$ cat src/hw/rtl/ftws_pkg.sv
package ftws_pkg;

   // history ring geometry
   localparam int HISTORY_DEPTH = 64;
   localparam int ADDR_W        = $clog2(HISTORY_DEPTH);
   localparam int CNT_W         = $clog2(HISTORY_DEPTH + 1);

   // field widths
   localparam int TICK_W  = 32;
   localparam int STAMP_W = 64;
   localparam int WIN_W   = 7;
   localparam int SUM_W   = TICK_W + ADDR_W + 1;

   // configuration port
   localparam int CSR_AW = 3;
   localparam int CSR_DW = 32;
   localparam logic REG_MONITOR_ENABLE = 1'b0;
   localparam logic REG_WINDOW_SIZE    = 1'b1;

   // command codes
   localparam logic [1:0] OP_FRAME_START = 2'd0;
   localparam logic [1:0] OP_FRAME_END   = 2'd1;
   localparam logic [1:0] OP_CLEAR       = 2'd2;

   // scan sequencer states
   typedef enum logic [2:0] {
      ST_IDLE,
      ST_READ,
      ST_LAST,
      ST_DIV_START,
      ST_DIV,
      ST_DONE
   } state_type;

   // divider status back to the sequencer
   typedef struct packed {
      logic              done;
      logic [TICK_W-1:0] quotient;
   } div_stat_type;

endpackage

$ cat src/hw/rtl/ftws_hist_ram.sv
module ftws_hist_ram #(
   parameter int DATA_W = 32,
   parameter int DEPTH  = 64,
   parameter int ADDR_W = $clog2(DEPTH)
) (
   input  logic              clock,
   input  logic              wr_en,
   input  logic [ADDR_W-1:0] wr_addr,
   input  logic [DATA_W-1:0] wr_data,
   input  logic              rd_en,
   input  logic [ADDR_W-1:0] rd_addr,
   output logic [DATA_W-1:0] rd_data
);

   logic [DATA_W-1:0] mem [DEPTH];
   logic [DATA_W-1:0] rd_data_ff;

   // write port
   always_ff @(posedge clock) begin
      if (wr_en) begin
         mem[wr_addr] <= wr_data;
      end
   end

   // registered read port
   always_ff @(posedge clock) begin
      if (rd_en) begin
         rd_data_ff <= mem[rd_addr];
      end
   end

   assign rd_data = rd_data_ff;

endmodule

$ cat src/hw/rtl/ftws_divider.sv
module ftws_divider (
   input  logic                          clock,
   input  logic                          reset,
   input  logic                          start,
   input  logic [ftws_pkg::SUM_W-1:0]    dividend,
   input  logic [ftws_pkg::CNT_W-1:0]    divisor,
   output ftws_pkg::div_stat_type        stat
);
   import ftws_pkg::*;

   localparam int STEP_W = $clog2(SUM_W + 1);

   logic              busy_ff, busy_in;
   logic              done_ff, done_in;
   logic [STEP_W-1:0] step_ff, step_in;
   logic [SUM_W-1:0]  quo_ff, quo_in;
   logic [CNT_W-1:0]  rem_ff, rem_in;
   logic [CNT_W-1:0]  div_ff, div_in;
   logic [CNT_W:0]    trial;
   logic              fits;

   // one restoring step: shift in next dividend bit, subtract if it fits
   always_comb begin
      trial = {rem_ff, quo_ff[SUM_W-1]};
      fits  = (trial >= {1'b0, div_ff});
   end

   always_comb begin
      busy_in = busy_ff;
      done_in = 1'b0;
      step_in = step_ff;
      quo_in  = quo_ff;
      rem_in  = rem_ff;
      div_in  = div_ff;
      if (start) begin
         busy_in = 1'b1;
         step_in = STEP_W'(SUM_W);
         quo_in  = dividend;
         rem_in  = '0;
         div_in  = divisor;
      end else if (busy_ff) begin
         quo_in  = {quo_ff[SUM_W-2:0], fits};
         rem_in  = fits ? CNT_W'(trial - {1'b0, div_ff}) : CNT_W'(trial);
         step_in = step_ff - 1'b1;
         if (step_ff == STEP_W'(1)) begin
            busy_in = 1'b0;
            done_in = 1'b1;
         end
      end
   end

   always_ff @(posedge clock) begin
      if (reset) begin
         busy_ff <= 1'b0;
         done_ff <= 1'b0;
         step_ff <= '0;
      end else begin
         busy_ff <= busy_in;
         done_ff <= done_in;
         step_ff <= step_in;
      end
   end

   // datapath registers
   always_ff @(posedge clock) begin
      quo_ff <= quo_in;
      rem_ff <= rem_in;
      div_ff <= div_in;
   end

   assign stat.done     = done_ff;
   assign stat.quotient = quo_ff[TICK_W-1:0];

endmodule

$ cat src/hw/rtl/frame_time_window_stats.sv
// Frame-time monitor over a sliding window of recent frames.
// Input channel req_*: one command transaction per accept, opcode plus a
// 64-bit timestamp. Frame start latches the stamp, clear empties the window
// and zeroes the frame count; neither gives a result.
// Frame end computes the saturated elapsed ticks, stores them in a
// 64-entry history memory and gives one rsp_* transaction with the frame
// time, window minimum, maximum, truncated mean, frame count and fill count.
// The result passes through one memory read per stored entry, then a
// bit-serial divider that resolves one quotient bit per cycle over 39
// bits, before it is loaded into the output register; the next command is
// taken once that result has been loaded.
// req_ready is high only while no frame end is in work.
// The result sits in an output register, so start and clear commands and a
// following frame end keep flowing while rsp_ready is low; a second result
// waits inside the block until the first one is taken.
// csr_*: APB-style port, monitor_enable at 0x0, window_size at 0x4; writing
// window_size empties the window. Synchronous reset restores register
// defaults (enabled, window 64) and empties the window; it takes effect at
// once, with no clearing pass over the memory.
module frame_time_window_stats (
   input  logic                          clock,
   input  logic                          reset,
   // command channel
   input  logic                          req_valid,
   output logic                          req_ready,
   input  logic [1:0]                    req_opcode,
   input  logic [ftws_pkg::STAMP_W-1:0]  req_timestamp,
   // result channel
   output logic                          rsp_valid,
   input  logic                          rsp_ready,
   output logic [ftws_pkg::TICK_W-1:0]   rsp_frame_ticks,
   output logic [ftws_pkg::TICK_W-1:0]   rsp_average_ticks,
   output logic [ftws_pkg::TICK_W-1:0]   rsp_minimum_ticks,
   output logic [ftws_pkg::TICK_W-1:0]   rsp_maximum_ticks,
   output logic [ftws_pkg::TICK_W-1:0]   rsp_frames_ended,
   output logic [ftws_pkg::WIN_W-1:0]    rsp_window_filled,
   // configuration port
   input  logic                          csr_psel,
   input  logic                          csr_penable,
   input  logic                          csr_pwrite,
   input  logic [ftws_pkg::CSR_AW-1:0]   csr_paddr,
   input  logic [ftws_pkg::CSR_DW-1:0]   csr_pwdata,
   output logic [ftws_pkg::CSR_DW-1:0]   csr_prdata,
   output logic                          csr_pready
);
   import ftws_pkg::*;

   state_type state_ff, state_in;

   logic                enable_ff, enable_in;
   logic [WIN_W-1:0]    wsize_ff, wsize_in;
   logic [STAMP_W-1:0]  stamp_ff, stamp_in;
   logic [ADDR_W-1:0]   slot_ff, slot_in;
   logic [CNT_W-1:0]    filled_ff, filled_in;
   logic [TICK_W-1:0]   tally_ff, tally_in;

   logic [TICK_W-1:0]   ticks_ff, ticks_in;
   logic [ADDR_W-1:0]   idx_ff, idx_in;
   logic                pend_ff;
   logic [SUM_W-1:0]    sum_ff, sum_in;
   logic [TICK_W-1:0]   min_ff, min_in;
   logic [TICK_W-1:0]   max_ff, max_in;

   logic                rsp_valid_ff, rsp_valid_in;
   logic [TICK_W-1:0]   rsp_ticks_ff, rsp_avg_ff, rsp_min_ff, rsp_max_ff, rsp_tally_ff;
   logic [CNT_W-1:0]    rsp_filled_ff;

   logic                csr_wr;
   logic                accept;
   logic                cmd_start, cmd_end, cmd_clear;
   logic [CNT_W-1:0]    win_eff;
   logic [ADDR_W-1:0]   slot_use;
   logic [CNT_W-1:0]    slot_next;
   logic [CNT_W-1:0]    filled_clamp;
   logic [STAMP_W-1:0]  elapsed;
   logic [TICK_W-1:0]   ticks_new;
   logic                last_read;

   logic                mem_wr;
   logic                mem_rd;
   logic [TICK_W-1:0]   mem_rdata;
   logic                div_start;
   logic                load_rsp;
   div_stat_type        div_stat;

   // configuration access
   assign csr_pready = 1'b1;
   assign csr_wr     = csr_psel && csr_penable && csr_pwrite;

   always_comb begin
      case (csr_paddr[2])
         REG_MONITOR_ENABLE: csr_prdata = CSR_DW'(enable_ff);
         REG_WINDOW_SIZE:    csr_prdata = CSR_DW'(wsize_ff);
         default:            csr_prdata = '0;
      endcase
   end

   // command decode
   assign accept    = req_valid && req_ready;
   assign cmd_start = accept && enable_ff && (req_opcode == OP_FRAME_START);
   assign cmd_end   = accept && enable_ff && (req_opcode == OP_FRAME_END);
   assign cmd_clear = accept && enable_ff && (req_opcode == OP_CLEAR);

   // effective window and ring pointer update for a frame end
   always_comb begin
      if (wsize_ff == '0) begin
         win_eff = CNT_W'(1);
      end else if (int'(wsize_ff) > HISTORY_DEPTH) begin
         win_eff = CNT_W'(HISTORY_DEPTH);
      end else begin
         win_eff = CNT_W'(wsize_ff);
      end
      slot_use     = (CNT_W'(slot_ff) >= win_eff) ? '0 : slot_ff;
      slot_next    = CNT_W'(slot_use) + 1'b1;
      filled_clamp = (filled_ff > win_eff) ? win_eff : filled_ff;
      elapsed      = req_timestamp - stamp_ff;
      ticks_new    = (elapsed[STAMP_W-1:TICK_W] != '0) ? '1 : elapsed[TICK_W-1:0];
   end

   assign last_read = (CNT_W'(idx_ff) == (filled_ff - 1'b1));

   // next state
   always_comb begin
      state_in = state_ff;
      case (state_ff)
         ST_IDLE:      if (cmd_end) state_in = ST_READ;
         ST_READ:      if (last_read) state_in = ST_LAST;
         ST_LAST:      state_in = ST_DIV_START;
         ST_DIV_START: state_in = ST_DIV;
         ST_DIV:       if (div_stat.done) state_in = ST_DONE;
         ST_DONE:      if (!rsp_valid_ff || rsp_ready) state_in = ST_IDLE;
         default:      state_in = ST_IDLE;
      endcase
   end

   // sequencer outputs
   always_comb begin
      req_ready = 1'b0;
      mem_wr    = 1'b0;
      mem_rd    = 1'b0;
      div_start = 1'b0;
      load_rsp  = 1'b0;
      case (state_ff)
         ST_IDLE:      begin
            req_ready = 1'b1;
            mem_wr    = cmd_end;
         end
         ST_READ:      mem_rd = 1'b1;
         ST_LAST:      ;
         ST_DIV_START: div_start = 1'b1;
         ST_DIV:       ;
         ST_DONE:      load_rsp = !rsp_valid_ff || rsp_ready;
         default:      ;
      endcase
   end

   // architectural state update
   always_comb begin
      enable_in = enable_ff;
      wsize_in  = wsize_ff;
      stamp_in  = stamp_ff;
      slot_in   = slot_ff;
      filled_in = filled_ff;
      tally_in  = tally_ff;
      ticks_in  = ticks_ff;
      if (csr_wr) begin
         case (csr_paddr[2])
            REG_MONITOR_ENABLE: enable_in = csr_pwdata[0];
            REG_WINDOW_SIZE:    begin
               wsize_in  = csr_pwdata[WIN_W-1:0];
               slot_in   = '0;
               filled_in = '0;
            end
            default:            ;
         endcase
      end
      if (cmd_start) begin
         stamp_in = req_timestamp;
      end
      if (cmd_clear) begin
         slot_in   = '0;
         filled_in = '0;
         tally_in  = '0;
      end
      if (cmd_end) begin
         ticks_in  = ticks_new;
         tally_in  = tally_ff + 1'b1;
         slot_in   = (slot_next >= win_eff) ? '0 : ADDR_W'(slot_next);
         filled_in = (filled_clamp < win_eff) ? filled_clamp + 1'b1 : filled_clamp;
      end
   end

   // scan index and running min, max and sum
   always_comb begin
      idx_in = idx_ff;
      sum_in = sum_ff;
      min_in = min_ff;
      max_in = max_ff;
      if (cmd_end) begin
         idx_in = '0;
         sum_in = '0;
         min_in = '1;
         max_in = '0;
      end else if (mem_rd) begin
         idx_in = idx_ff + 1'b1;
      end
      if (pend_ff) begin
         sum_in = sum_ff + SUM_W'(mem_rdata);
         if (mem_rdata < min_ff) min_in = mem_rdata;
         if (mem_rdata > max_ff) max_in = mem_rdata;
      end
   end

   assign rsp_valid_in = load_rsp ? 1'b1 : (rsp_valid_ff && !rsp_ready);

   always_ff @(posedge clock) begin
      if (reset) begin
         state_ff     <= ST_IDLE;
         enable_ff    <= 1'b1;
         wsize_ff     <= WIN_W'(HISTORY_DEPTH);
         stamp_ff     <= '0;
         slot_ff      <= '0;
         filled_ff    <= '0;
         tally_ff     <= '0;
         pend_ff      <= 1'b0;
         rsp_valid_ff <= 1'b0;
      end else begin
         state_ff     <= state_in;
         enable_ff    <= enable_in;
         wsize_ff     <= wsize_in;
         stamp_ff     <= stamp_in;
         slot_ff      <= slot_in;
         filled_ff    <= filled_in;
         tally_ff     <= tally_in;
         pend_ff      <= mem_rd;
         rsp_valid_ff <= rsp_valid_in;
      end
   end

   // work registers
   always_ff @(posedge clock) begin
      ticks_ff <= ticks_in;
      idx_ff   <= idx_in;
      sum_ff   <= sum_in;
      min_ff   <= min_in;
      max_ff   <= max_in;
   end

   // output register
   always_ff @(posedge clock) begin
      if (load_rsp) begin
         rsp_ticks_ff  <= ticks_ff;
         rsp_avg_ff    <= div_stat.quotient;
         rsp_min_ff    <= min_ff;
         rsp_max_ff    <= max_ff;
         rsp_tally_ff  <= tally_ff;
         rsp_filled_ff <= filled_ff;
      end
   end

   // history memory
   ftws_hist_ram #(
      .DATA_W (TICK_W),
      .DEPTH  (HISTORY_DEPTH),
      .ADDR_W (ADDR_W)
   ) u_hist_ram (
      .clock   (clock),
      .wr_en   (mem_wr),
      .wr_addr (slot_use),
      .wr_data (ticks_new),
      .rd_en   (mem_rd),
      .rd_addr (idx_ff),
      .rd_data (mem_rdata)
   );

   // mean of the window
   ftws_divider u_divider (
      .clock    (clock),
      .reset    (reset),
      .start    (div_start),
      .dividend (sum_ff),
      .divisor  (filled_ff),
      .stat     (div_stat)
   );

   assign rsp_valid         = rsp_valid_ff;
   assign rsp_frame_ticks   = rsp_ticks_ff;
   assign rsp_average_ticks = rsp_avg_ff;
   assign rsp_minimum_ticks = rsp_min_ff;
   assign rsp_maximum_ticks = rsp_max_ff;
   assign rsp_frames_ended  = rsp_tally_ff;
   assign rsp_window_filled = WIN_W'(rsp_filled_ff);

endmodule

$ cat config.mk
export PLATFORM = sky130hd
export DESIGN_NAME = frame_time_window_stats
export DESIGN_NICKNAME = d
export VERILOG_FILES = /design/src/hw/rtl/ftws_pkg.sv /design/src/hw/rtl/ftws_hist_ram.sv /design/src/hw/rtl/ftws_divider.sv /design/src/hw/rtl/frame_time_window_stats.sv
export SDC_FILE = /design/constraint.sdc
export NUM_CORES = 2
export LEC_CHECK = 0
export BUFFER_PORTS_ARGS = -buffer_cell sky130_fd_sc_hd__buf_2
export CELL_PAD_IN_SITES_DETAIL_PLACEMENT = 0
export CELL_PAD_IN_SITES_GLOBAL_PLACEMENT = 2
export CORE_MARGIN = 1.5
export CORE_UTILIZATION = 30
export DETAILED_ROUTE_END_ITERATION = 8
export PLACE_DENSITY = 0.62
export REMOVE_ABC_BUFFERS = 1
export SYNTH_ARGS = -nofsm -noshare
export SYNTH_HDL_FRONTEND = slang
export SYNTH_SLANG_ARGS = --single-unit
$ cat constraint.sdc
create_clock -name clock -period 10.9 [get_ports clock]
set_input_delay 1.09 -clock clock [delete_from_list [all_inputs] [get_ports clock]]
set_output_delay 1.09 -clock clock [all_outputs]
set_load 0.005 [all_outputs]
==> metrics.txt <==
# TYPE chip_impl_metric gauge
chip_impl_info{name="status",value="finished, final reports clean"} 1
chip_impl_metric{name="final-setup-viol-count",unit=""} 0
chip_impl_metric{name="total_global_routing_overflow",unit=""} 0
chip_impl_metric{name="power-per-cell-area",unit="nW/um^2"} 200
chip_impl_metric{name="wire_per_inst",unit="um"} 26.6
chip_impl_metric{name="floorplan.rows",unit=""} 218
chip_impl_info{name="cp_top_family",value="compound AO/OA/AOI/OAI gates"} 1
chip_impl_metric{name="cts_resized",unit=""} 0
chip_impl_metric{name="finish.cell_count_without_fillers",unit=""} 11200
chip_impl_metric{name="cts-buffers-inserted",unit=""} 275
chip_impl_metric{name="synth_largest_type_area_fraction",unit="%"} 66.9
chip_impl_metric{name="timing.final.crit_period",unit="ns"} 6.11
chip_impl_metric{name="max_freq",unit="MHz"} 164
chip_impl_metric{name="flow.area_growth_from_synthesis",unit="%"} 15.4
chip_impl_metric{name="cp_data_required_time",unit="ns"} 11.12
chip_impl_info{name="cts_tree",value="done"} 1
chip_impl_info{name="ys_dominant_reg_cell",value="sky130_fd_sc_hd__edfxtp_1"} 1
chip_impl_metric{name="num_vias",unit=""} 55900
chip_impl_metric{name="portBuffers",unit=""} 256
chip_impl_info{name="mostFrequentLayoutCell",value="sky130_fd_sc_hd__edfxtp_1"} 1
chip_impl_metric{name="maxSlewHeadroom",unit="%"} 16.4
chip_impl_info{name="rsz0062_at_grt",value="false"} 1
chip_impl_metric{name="worst_case_clock_skew",unit="ns"} 0.0811
chip_impl_metric{name="placed_cells",unit=""} 10700
chip_impl_info{name="synth_top_cells_by_area",value="sky130_fd_sc_hd__edfxtp_1, sky130_fd_sc_hd__mux4_2, sky130_fd_sc_hd__dfxtp_1"} 1
chip_impl_metric{name="via_count_normalized_by_instance_count",unit=""} 4.98
chip_impl_info{name="endpoint_kind",value="register"} 1
chip_impl_metric{name="grt_max_degree",unit=""} 133
chip_impl_info{name="synth_top_area_cell",value="sky130_fd_sc_hd__edfxtp_1"} 1
chip_impl_metric{name="synthesized_cell_area",unit="um^2"} 106000
chip_impl_metric{name="grt_pass1_wl",unit="um"} 423000
chip_impl_metric{name="nNetsFinal",unit=""} 6580
chip_impl_metric{name="path_max_fanout",unit=""} 65
chip_impl_metric{name="syn_area_per_cell",unit="um^2"} 18.0
chip_impl_metric{name="post_route_hold_slack",unit="ns"} 0.424
chip_impl_metric{name="numClockSinks",unit=""} 2571
chip_impl_metric{name="synthCells",unit=""} 5882
chip_impl_metric{name="detail_route.drc_violations",unit=""} 0
chip_impl_metric{name="antenna_found_initial",unit=""} 23
chip_impl_metric{name="final_min_period_over_clock_period",unit="%"} 56.0
chip_impl_metric{name="synth_edf_count",unit=""} 2364
chip_impl_metric{name="postLayoutCoreUtil",unit="%"} 34.8
chip_impl_metric{name="postRouteAntennaNets",unit=""} 0
chip_impl_metric{name="route.final.wire_length",unit="um"} 299000
chip_impl_info{name="worst-setup-path-type",value="in2reg"} 1
chip_impl_metric{name="max-vdd-ir-drop",unit="V"} 0.000152
chip_impl_metric{name="cts_setup_buffers",unit=""} 0
chip_impl_metric{name="gp_congestion",unit=""} 0.788
chip_impl_metric{name="firstDrtPassIters",unit=""} 6
chip_impl_info{name="timing.hold.worst.class",value="reg2reg"} 1
chip_impl_metric{name="layout.filler_cells",unit=""} 33200
chip_impl_metric{name="tightest_slew",unit="ns"} 1.24
chip_impl_metric{name="cts_max_level",unit=""} 5
chip_impl_info{name="final_cell_mix",value="sky130_fd_sc_hd__edfxtp_1, sky130_fd_sc_hd__mux4_2, sky130_fd_sc_hd__nand2_1"} 1
chip_impl_metric{name="grt_use_total",unit="%"} 16.4
chip_impl_metric{name="hpwl",unit="um"} 174000
chip_impl_metric{name="synthesis.yosys.warnings",unit=""} 0
chip_impl_metric{name="placeableCoreArea",unit="um^2"} 352000
chip_impl_metric{name="grt_pass1_vias",unit=""} 57000
chip_impl_metric{name="cts_buffer_depth",unit=""} 4
chip_impl_metric{name="cpPeakStageDelay",unit="ns"} 1.04
chip_impl_metric{name="power_leakage",unit="nW"} 45.0
chip_impl_metric{name="report.final.hold_viol_count",unit=""} 0
chip_impl_metric{name="netlist-cell-type-count",unit=""} 98
chip_impl_info{name="worstSetupStartpointType",value="input port"} 1
chip_impl_metric{name="cts.reportedPaths.clkPinSlew",unit="ns"} 0.06
chip_impl_info{name="worst_path_max_delay_cell",value="sky130_fd_sc_hd__nand4_4"} 1
chip_impl_metric{name="setup-tns-final",unit="ns"} 0
chip_impl_metric{name="ctsHoldBuffers",unit=""} 0
chip_impl_metric{name="worst_skew_pair.late_latency",unit="ns"} 0.86
chip_impl_metric{name="ys_ff_latch",unit=""} 2571
chip_impl_metric{name="dieWidth",unit="um"} 598
chip_impl_metric{name="die_height",unit="um"} 598
chip_impl_metric{name="finish.instance_area",unit="um^2"} 122000
chip_impl_metric{name="fp.dieArea",unit="um^2"} 357000
chip_impl_info{name="cp_cell_sequence",value="buf_2 -> ha_1 -> a2111oi_0 -> o221ai_1 -> a2bb2oi_2 -> nand3_1 -> a21oi_1 -> o21ai_0 -> xnor2_1 -> o2111ai_1 -> nor4_4 -> buf_4 -> nand4_4"} 1
chip_impl_metric{name="top_level_pins",unit=""} 310
chip_impl_metric{name="drive_above_1_share",unit="%"} 24.6
chip_impl_metric{name="timing_max_transition_violations_final",unit=""} 0
chip_impl_metric{name="detail_route.iter0.violations",unit=""} 4960
chip_impl_metric{name="yosysSeqAreaShare",unit="%"} 70.8
chip_impl_info{name="clock-root-buffer",value="sky130_fd_sc_hd__clkbuf_16"} 1
chip_impl_metric{name="initial_core_util",unit="%"} 30.1
chip_impl_metric{name="ys_async_sr_fraction",unit="%"} 0
chip_impl_metric{name="maxCapViolCount",unit=""} 0
chip_impl_metric{name="placedInstanceArea",unit="um^2"} 114000
chip_impl_metric{name="timing.critical_path.buf_inv",unit=""} 2
chip_impl_metric{name="worstPathArrival",unit="ns"} 6.32
==> stage by stage <==
| step | total power, mW | setup WS [ns] |
|---|---|---|
| CTS | 24.9 | 4.65 |
| global placement | 15.7 | 3.95 |
| global route | 25.6 | 4.42 |
| detailed placement | 15.7 | 3.85 |
| floorplan | 14.8 | -12.29 |
| finish | 24.5 | 4.79 |
==> layout make-up <==
| cell class | instances | area, um^2 | area share [%] |
|---|---|---|---|
| inverter | 215 | 810 | 0.661 |
| multi-input combinational | 2820 | 29600 | 24.2 |
| timing repair buffer | 388 | 2350 | 1.92 |
| clock buffer | 338 | 7280 | 5.94 |
| antenna | 5 | 12.5 | 0.0102 |
| sequential | 2571 | 75200 | 61.4 |
| tap | 4730 | 5920 | 4.83 |
| clock inverter | 147 | 1330 | 1.08 |
==> registers in the layout (all words and copies together), names as in the netlist, 39 cells and up <==
register,flops
stamp_ff,64
sum_ff,39
u_hist_ram.mem,2048
u_divider.quo_ff,39
==> synthesized netlist by cell type (17+ instances only) <==
master,n
sky130_fd_sc_hd__o211ai_1,21
sky130_fd_sc_hd__a211oi_1,19
sky130_fd_sc_hd__buf_1,53
sky130_fd_sc_hd__xor2_1,40
sky130_fd_sc_hd__and2_1,43
sky130_fd_sc_hd__xnor2_1,59
sky130_fd_sc_hd__mux4_2,672
sky130_fd_sc_hd__edfxtp_1,2364
sky130_fd_sc_hd__nor2b_1,32
sky130_fd_sc_hd__o21ai_0,93
sky130_fd_sc_hd__nand4_1,70
sky130_fd_sc_hd__nor3_1,46
sky130_fd_sc_hd__o21a_1,24
sky130_fd_sc_hd__buf_2,18
sky130_fd_sc_hd__dfxtp_1,207
sky130_fd_sc_hd__nand3_1,56
sky130_fd_sc_hd__nand2_1,447
sky130_fd_sc_hd__nand4_2,21
sky130_fd_sc_hd__clkbuf_1,189
sky130_fd_sc_hd__a21oi_1,240
sky130_fd_sc_hd__mux2i_1,79
sky130_fd_sc_hd__ha_1,198
sky130_fd_sc_hd__a21o_1,74
sky130_fd_sc_hd__inv_1,210
sky130_fd_sc_hd__or3_1,17
sky130_fd_sc_hd__and3_1,24
sky130_fd_sc_hd__buf_4,34
sky130_fd_sc_hd__nand2b_1,34
sky130_fd_sc_hd__nor2_1,237
==> final timing paths <==
kind	to	depth (start not counted)	startpoint	slack (ns)
max reg2reg	u_hist_ram.mem[52][26]$_DFFE_PP_	13	stamp_ff[35]$_SDFFE_PP0P_	4.82
max	u_hist_ram.mem[52][26]$_DFFE_PP_	13	req_timestamp[35]	4.79
min	rsp_frame_ticks[30]$_DFFE_PP_	0	ticks_ff[30]$_DFFE_PP_	0.42
min reg2reg	rsp_frame_ticks[30]$_DFFE_PP_	0	ticks_ff[30]$_DFFE_PP_	0.42
==> worst reg2reg max path, stage by stage, from the launching register on <==
cell and delay [ns]:
sky130_fd_sc_hd__dfxtp_1 0.33, sky130_fd_sc_hd__inv_1 0.04, sky130_fd_sc_hd__ha_1 0.39, sky130_fd_sc_hd__a2111oi_0 0.70, sky130_fd_sc_hd__o221ai_1 0.34, sky130_fd_sc_hd__a2bb2oi_2 0.29
sky130_fd_sc_hd__nand3_1 0.14, sky130_fd_sc_hd__a21oi_1 0.26, sky130_fd_sc_hd__o21ai_0 0.28, sky130_fd_sc_hd__xnor2_1 0.28, sky130_fd_sc_hd__o2111ai_1 0.24, sky130_fd_sc_hd__nor4_4 0.30
sky130_fd_sc_hd__buf_4 0.65, sky130_fd_sc_hd__nand4_4 1.18
==> power breakdown <==
group	internal, mW	total, mW	switching, mW
clock	5.27	9.14	3.86
combinational	1.71	4.09	2.38
sequential	11.0	11.3	0.339
total	18.0	24.5	6.58
==> cells by family after synthesis <==
logic type	share of synthesized area [%]
other cells	0.00708
fa+ha+maj	2.39
mux	15.2
flops	70.8
xor+xnor	0.817
simple gates	5.02
compound gates	3.79
buf+inv	2.01
==> routing by layer <==
layer / global-route usage, % / share of wire, %
met5: 0 / 0
met4: 4.51 / 2.7
met3: 2.44 / 5.4
met2: 27.2 / 48
met1: 22.6 / 44
(Power assumes the default switching activity.)
